File: src/hdl/apq_pkg.sv
// apq_pkg: shared types, codes and the duration lookup for the alert priority queue
// used by apq_cell and alert_priority_queue; depends on nothing else
package apq_pkg;

	// queue size default and fixed field widths
	localparam int unsigned QueueDepthDef = 16;
	localparam int unsigned PicW   = 8;
	localparam int unsigned MsgW   = 8;
	localparam int unsigned PriW   = 4;
	localparam int unsigned BuzW   = 4;
	localparam int unsigned StampW = 16;
	localparam int unsigned DurW   = 13;
	localparam int unsigned StatW  = 2;
	localparam int unsigned CountOutW = 5;

	// operation codes carried in tuser
	localparam logic MODE_ADD    = 1'b0;
	localparam logic MODE_REMOVE = 1'b1;

	// status codes of one step
	localparam logic [StatW-1:0] ST_DONE      = 2'd0;
	localparam logic [StatW-1:0] ST_DUPLICATE = 2'd1;
	localparam logic [StatW-1:0] ST_FULL      = 2'd2;
	localparam logic [StatW-1:0] ST_EMPTY     = 2'd3;

	// display durations in milliseconds
	localparam logic [DurW-1:0] DUR_PRI1    = 13'd5000;
	localparam logic [DurW-1:0] DUR_PRI2    = 13'd3000;
	localparam logic [DurW-1:0] DUR_DEFAULT = 13'd1000;

	// one queued alert
	typedef struct packed {
		logic [StampW-1:0] stamp;
		logic [BuzW-1:0]   buz;
		logic [PriW-1:0]   pri;
		logic [MsgW-1:0]   msg;
		logic [PicW-1:0]   pic;
	} apq_entry_t;

	// control broadcast to every cell of the chain
	typedef struct packed {
		logic       ins;
		logic       rem;
		apq_entry_t item;
	} apq_ctrl_t;

	// display duration for a priority
	function automatic logic [DurW-1:0] duration_of(input logic [PriW-1:0] pri);
		logic [DurW-1:0] dur;
		case (pri)
			4'd1:    dur = DUR_PRI1;
			4'd2:    dur = DUR_PRI2;
			default: dur = DUR_DEFAULT;
		endcase
		return dur;
	endfunction

endpackage

File: src/hdl/apq_cell.sv
// apq_cell: one slot of the systolic priority queue, holds an alert and its valid bit
// depends on apq_pkg; instantiated in a row by alert_priority_queue
module apq_cell (
	input  logic                clk,
	input  logic                arst_n,
	input  apq_pkg::apq_ctrl_t  ctrl,
	input  apq_pkg::apq_entry_t prev_entry,
	input  logic                prev_valid,
	input  logic                prev_ge,
	input  apq_pkg::apq_entry_t next_entry,
	input  logic                next_valid,
	input  logic [7:0]          unique_id,
	output apq_pkg::apq_entry_t entry,
	output logic                valid,
	output logic                ge,
	output logic                dup_hit,
	output apq_pkg::apq_entry_t entry_d,
	output logic                valid_d
);
	import apq_pkg::*;

	apq_entry_t entry_q;
	logic       valid_q;

	// new alert belongs at or ahead of this slot; empty slots sort last
	assign ge      = !valid_q || (entry_q.pri >= ctrl.item.pri);
	assign dup_hit = valid_q && (entry_q.pic == unique_id);
	assign entry   = entry_q;
	assign valid   = valid_q;

	// next slot contents: shift down on insert, shift up on remove
	always_comb begin
		entry_d = entry_q;
		valid_d = valid_q;
		if (ctrl.ins && ge) begin
			if (prev_ge) begin
				entry_d = prev_entry;
				valid_d = prev_valid;
			end else begin
				entry_d = ctrl.item;
				valid_d = 1'b1;
			end
		end else if (ctrl.rem) begin
			entry_d = next_entry;
			valid_d = next_valid;
		end
	end

	// valid bit
	always_ff @(posedge clk or negedge arst_n) begin
		if (!arst_n) begin
			valid_q <= 1'b0;
		end else begin
			valid_q <= valid_d;
		end
	end

	// payload
	always_ff @(posedge clk) begin
		entry_q <= entry_d;
	end

endmodule

File: src/hdl/alert_priority_queue.sv
// alert_priority_queue: top level, a row of apq_cell slots with count, stamp and output register
// depends on apq_pkg and apq_cell
// result: the result word is registered and shows on m_tvalid in the cycle after the input word is taken
// throughput: one word per cycle while m_tready is high; every slot updates in parallel
// reset: clears slot valid bits, count, insertion stamp, unique picture id and output valid
// slot payloads are not cleared; no clearing pass is needed after reset
module alert_priority_queue #(
	parameter int unsigned QUEUE_DEPTH = apq_pkg::QueueDepthDef
) (
	input  logic        clk,
	input  logic        arst_n,
	input  logic        cfg_we,
	input  logic [7:0]  cfg_wdata,  // unique_picture_id
	input  logic        s_tvalid,
	output logic        s_tready,
	input  logic [23:0] s_tdata,    // picture_id, message_id, priority_req, buzzer_type
	input  logic        s_tuser,    // mode
	output logic        m_tvalid,
	input  logic        m_tready,
	output logic [63:0] m_tdata     // status, head_valid, head_picture, head_message,
	                                // head_priority, head_buzzer, head_duration,
	                                // head_stamp, alert_count, zero fill
);
	import apq_pkg::*;

	localparam int unsigned CntW = $clog2(QUEUE_DEPTH + 1);

	logic [7:0]        unique_q;
	logic [CntW-1:0]   count_q;
	logic [StampW-1:0] stamp_q;
	logic              m_tvalid_q;
	logic [63:0]       m_tdata_q;

	apq_ctrl_t  ctrl;
	apq_entry_t cell_ent  [QUEUE_DEPTH];
	apq_entry_t cell_ent_d[QUEUE_DEPTH];
	logic [QUEUE_DEPTH-1:0] cell_valid;
	logic [QUEUE_DEPTH-1:0] cell_valid_d;
	logic [QUEUE_DEPTH-1:0] cell_ge;
	logic [QUEUE_DEPTH-1:0] cell_dup;

	logic            accept;
	logic            is_add;
	logic            dup;
	logic            full;
	logic            empty;
	logic [StatW-1:0] status;
	logic [CntW-1:0] count_d;
	logic [CntW+CountOutW-1:0] count_ext;
	apq_entry_t      head;
	logic            head_valid;
	logic [DurW-1:0] head_dur;

	// handshake: take a word whenever the output register is free or draining
	assign s_tready = !m_tvalid_q || m_tready;
	assign accept   = s_tvalid && s_tready;
	assign m_tvalid = m_tvalid_q;
	assign m_tdata  = m_tdata_q;

	// operation decode
	assign is_add = (s_tuser == MODE_ADD);
	assign dup    = (s_tdata[7:0] == unique_q) && (|cell_dup);
	assign full   = (count_q == CntW'(QUEUE_DEPTH));
	assign empty  = (count_q == '0);

	always_comb begin
		ctrl.item.pic   = s_tdata[7:0];
		ctrl.item.msg   = s_tdata[15:8];
		ctrl.item.pri   = s_tdata[19:16];
		ctrl.item.buz   = s_tdata[23:20];
		ctrl.item.stamp = stamp_q;
		ctrl.ins        = 1'b0;
		ctrl.rem        = 1'b0;
		status          = ST_DONE;
		count_d         = count_q;
		if (is_add) begin
			if (dup) begin
				status = ST_DUPLICATE;
			end else if (full) begin
				status = ST_FULL;
			end else begin
				ctrl.ins = accept;
				count_d  = count_q + CntW'(1);
			end
		end else begin
			if (empty) begin
				status = ST_EMPTY;
			end else begin
				ctrl.rem = accept;
				count_d  = count_q - CntW'(1);
			end
		end
	end

	// chain of slots, slot 0 is the head
	for (genvar i = 0; i < QUEUE_DEPTH; i++) begin : g_cell
		apq_entry_t prev_ent;
		apq_entry_t next_ent;
		logic       prev_vld;
		logic       prev_g;
		logic       next_vld;

		if (i == 0) begin : g_first
			assign prev_ent = '0;
			assign prev_vld = 1'b0;
			assign prev_g   = 1'b0;
		end else begin : g_mid
			assign prev_ent = cell_ent[i-1];
			assign prev_vld = cell_valid[i-1];
			assign prev_g   = cell_ge[i-1];
		end

		if (i == QUEUE_DEPTH - 1) begin : g_last
			assign next_ent = '0;
			assign next_vld = 1'b0;
		end else begin : g_inner
			assign next_ent = cell_ent[i+1];
			assign next_vld = cell_valid[i+1];
		end

		apq_cell u_cell (
			.clk        (clk),
			.arst_n     (arst_n),
			.ctrl       (ctrl),
			.prev_entry (prev_ent),
			.prev_valid (prev_vld),
			.prev_ge    (prev_g),
			.next_entry (next_ent),
			.next_valid (next_vld),
			.unique_id  (unique_q),
			.entry      (cell_ent[i]),
			.valid      (cell_valid[i]),
			.ge         (cell_ge[i]),
			.dup_hit    (cell_dup[i]),
			.entry_d    (cell_ent_d[i]),
			.valid_d    (cell_valid_d[i])
		);
	end

	// head after this step, zero when the queue ends up empty
	assign head_valid = cell_valid_d[0];
	assign head       = head_valid ? cell_ent_d[0] : '0;
	assign head_dur   = head_valid ? duration_of(cell_ent_d[0].pri) : '0;
	assign count_ext  = {{CountOutW{1'b0}}, count_d};

	// configuration, count and stamp
	always_ff @(posedge clk or negedge arst_n) begin
		if (!arst_n) begin
			unique_q <= '0;
			count_q  <= '0;
			stamp_q  <= '0;
		end else begin
			if (cfg_we) begin
				unique_q <= cfg_wdata;
			end
			if (accept) begin
				count_q <= count_d;
			end
			if (ctrl.ins) begin
				stamp_q <= stamp_q + StampW'(1);
			end
		end
	end

	// output register valid
	always_ff @(posedge clk or negedge arst_n) begin
		if (!arst_n) begin
			m_tvalid_q <= 1'b0;
		end else if (s_tready) begin
			m_tvalid_q <= s_tvalid;
		end
	end

	// output register word
	always_ff @(posedge clk) begin
		if (accept) begin
			m_tdata_q <= {3'b000, count_ext[CountOutW-1:0], head.stamp, head_dur,
				head.buz, head.pri, head.msg, head.pic, head_valid, status};
		end
	end

endmodule

File: config.mk
export PLATFORM = sky130hd
export DESIGN_NAME = alert_priority_queue
export DESIGN_NICKNAME = d
export VERILOG_FILES = /design/src/hdl/apq_pkg.sv /design/src/hdl/apq_cell.sv /design/src/hdl/alert_priority_queue.sv
export SDC_FILE = /design/constraint.sdc
export NUM_CORES = 2
export LEC_CHECK = 0
export BUFFER_PORTS_ARGS = -buffer_cell sky130_fd_sc_hd__buf_2
export CAP_MARGIN = 0
export CORE_ASPECT_RATIO = 0.6
export CORE_MARGIN = 2
export CORE_UTILIZATION = 31
export DETAILED_ROUTE_END_ITERATION = 7
export GPL_TIMING_DRIVEN = 0
export HOLD_SLACK_MARGIN = 0.05
export SLEW_MARGIN = 20
export SYNTH_ARGS = -nofsm -noshare
export SYNTH_HDL_FRONTEND = slang
export SYNTH_SLANG_ARGS = --single-unit
File: constraint.sdc
create_clock -name clk -period 5.1 [get_ports clk]
set_input_delay 0.255 -clock clk [delete_from_list [all_inputs] [get_ports clk]]
set_output_delay 0.255 -clock clk [all_outputs]
set_load 0.02 [all_outputs]
==> metrics.yaml <==
place:
  placed_cell_area_um2: 44930
  globalplace.congestion: 0.8555
  port_buffers: 83
  hpwl_um: 95780
  dp_slack_ns: 0.2509
drt:
  drt-total-wl_um: 124200
  first_pass_iters: 5
  ant_nets: 0
  vias: 25589
  drc: 0
  vias_per_cell: 5.002
  drt-initial-drc-count: 2494
  routedWlPerCell_um: 24.27
sta:
  rsz0062_at_grt: "false"
  tightest_slew_ns: 1.151
  fin_skew_ns: 0.02661
  finalHoldViolations: 0
  max_freq_mhz: 198.1
  setup_slack_ns: 0.05204
  maxSlewViolCount: 0
  fin_crit_sh_pct: 98.98
  setup_viol: 0
  slew_headroom_pct: 23.25
  finalCriticalPeriod_ns: 5.048
worst_setup_path:
  reg2reg_from: "unique_q[1]"
  startpoint_type: "flop"
  critPathMaxFanout: 33
  critPathCaptureType: "flop"
  rrSetupSlack_ns: 0.05
  critPathRequiredTime_ns: 5.46
  crit_type: "reg -> reg"
  cp.arrival_ns: 5.40
  r2r-end: "g_cell[15].u_cell.entry[0]"
  ff2ff_path_depth: 12
  startpoint: "unique_q[1]"
final_layout:
  area_growth_pct: 13.28
  drive_gt1_share_pct: 34.27
  multi_input_area_um2: 18990
  n_fill_cell: 12995
  seq_area_um2: 21560
  fin_nets: 3355
  stdcell_area_um2: 47450
clock_network:
  clk-insertion-delay-late_ns: 0.69
  cts-htree-levels: 3
  cts_setup_buffers: 0
  cts_tree: "yes"
  root_buffer: "clkbuf_16"
  clk_pin_slew_ns: 0.07
  cts_sinks: 739
  cts_made_buffers: 74
  cts_buffer_depth: 3
worst_hold_path:
  whs_endpoint: "g_cell[3].u_cell.entry[21]"
  min_from: "s_tdata[21]"
  hp-class: "in -> reg"
  min_path_cells: 3
logic_synthesis:
  yosysTopAreaCellShare_pct: 46.81
  yosys-top-cells-count: "mux2_2, edfxtp_1, mux2_1, clkbuf_1, nand2_1"
  synth_area_per_cell_um2: 13.68
  synth_edf_count: 653
  yosysSeqAreaShare_pct: 51.47
  yosysUniqueCellTypes: 49
  synth_area_leaders: "edfxtp_1, mux2_2, mux2_1"
  synthCells: 3063
  yosys.cell_count.top_type: "mux2_2"
  ys_warn_count: 0
  synth-seq-cells: 739
  ys.flop_type: "edfxtp_1"
  syn-cell-area_um2: 41890
  synth_area_leader_cell: "edfxtp_1"
  async_reset_ff_share_pct: 6.225
global_routing:
  grt_overflow: 0
  grt_max_degree: 41
  antenna_found_initial: 11
  grt_pass1_wl_um: 179300
  grt_pass1_vias: 24889
  grt_usage_pct: 17.61
pwr:
  vdd_ir_drop_max_mv: 0.2685
  leakagePower_nw: 17.30
  total_power_mw: 20.53
  pwr_density_cell_nw_per_um2: 432.7
floorplan:
  io_pins: 104
  placementRows: 104
  core_um2: 134200
  start_util_pct: 31.22
  dieArea_um2: 138200
  die_h_um: 288.7
  die_x_um: 478.6
run:
  maxCapViolations: 0
run_status:
  outcome: "complete, no violations"
logic make-up (layout without fill, tap and decap cells):
kind of cell             after synthesis  after routing  synth area share, %
other                                  1              9             0.008952
AND/OR/NAND/NOR                      371            371                4.460
flip-flops                           739            739                51.47
AO/OA/AOI/OAI                        122            122                1.661
XOR/XNOR                             156            156                3.262
multiplexers                        1262           1262                33.59
buffers and inverters                345            588                3.543
adder cells (fa/ha/maj)               67             67                2.001
flip-flops by register name, indices dropped and copies added (netlist names):
signal,count
stamp_q,16
m_tvalid,1
g_cell.u_cell.valid,16
count_q,5
m_tdata,53
unique_q,8
g_cell.u_cell.entry,640
stage by stage:
step | TNS, ns | util (%) | hold WS, ns | cells
5_1_grt | 0 | 35.37 | 0.1161 | 5115
3_5_place_dp | 0 | 33.49 | 0.09121 | 4963
3_3_place_gp | -2052.52 | 33.23 | 0.4615 | 4954
2_1_floorplan | 0 | - | -0.04059 | 3069
6_report | 0 | 35.37 | 0.1123 | 5116
4_1_cts | 0 | 35.34 | 0.06646 | 5114
repair_timing:
item                                   in CTS  in global routing
setup endpoints to repair                   0                 85
endpoints found under the hold margin      55                  0
hold buffers                               13                  0
gates resized for setup                     0                  3
worst max-delay path by stage:
stage                                      end  cells after the start
finish              g_cell[15].u_cell.entry[0]                     12
CTS                 g_cell[15].u_cell.entry[0]                     12
floorplan           g_cell[15].u_cell.entry[0]                      9
global placement    g_cell[13].u_cell.entry[6]                      9
detailed placement  g_cell[15].u_cell.entry[7]                     12
global route        g_cell[1].u_cell.entry[21]                      9
report_power, final:
group	switching [mW]	leakage [nW]	internal, mW	total (mW)
Combinational	3.39	9.01	2.87	6.27
Clock	2.58	1.15	3.00	5.57
Sequential	0.753	7.14	7.94	8.69
Total	6.73	17.3	13.8	20.5
area by class of cell:
class	count	share of cell area [%]
sequential	739	45.44
multi-input combinational	1985	40.02
tap	1802	4.751
clock buffer	100	4.213
buffer	267	2.560
timing repair buffer	105	1.645
clock inverter	38	0.7462
inverter	78	0.6170
antenna	2	0.01055
routing by layer:
layer	wire (µm)	part of all wire (%)	track usage, %
met1	64440	52	27.92
met3	12180	9.8	5.924
met5	259	0.21	1.270
met2	45600	37	22.44
met4	1698	1.4	3.107
critical path: stages, from the launching register on:
cell      delay [ns]
dfrtp_1         0.32
buf_2           0.35
buf_4           0.35
xnor2_1         0.11
nand4_1         0.30
o41ai_2         0.29
or4_1           0.50
o211ai_2        0.55
buf_2           0.52
nand3_1         0.32
buf_2           0.44
nand2_4         0.27
buf_16          0.24
placed cells by master, fill, tap and decap left out, types with 10 or more instances in the layout:
cell / Yosys / layout
and3_1: 14 / 14
o21ai_0: 25 / 25
buf_2: 73 / 156
mux2_1: 349 / 349
nor3_1: 17 / 17
clkbuf_2: 0 / 10
dlygate4sd3_1: 0 / 13
inv_1: 78 / 78
dfrtp_1: 46 / 46
mux2_2: 802 / 802
xor2_1: 98 / 98
xnor2_1: 58 / 58
nand2_4: 0 / 13
nand2_1: 139 / 124
clkinv_1: 0 / 16
dfxtp_1: 40 / 40
clkinv_2: 0 / 10
nor4_1: 18 / 18
nor2b_1: 20 / 20
and3b_1: 14 / 14
nand2b_1: 19 / 19
nor2_1: 56 / 55
nand4_1: 21 / 21
clkbuf_1: 164 / 172
edfxtp_1: 653 / 653
buf_4: 22 / 23
mux2i_1: 111 / 111
ha_1: 67 / 67
clkbuf_16: 0 / 74
a21oi_1: 67 / 66
nand3_1: 27 / 27
No activity file was read; power rests on OpenSTA's default activity.
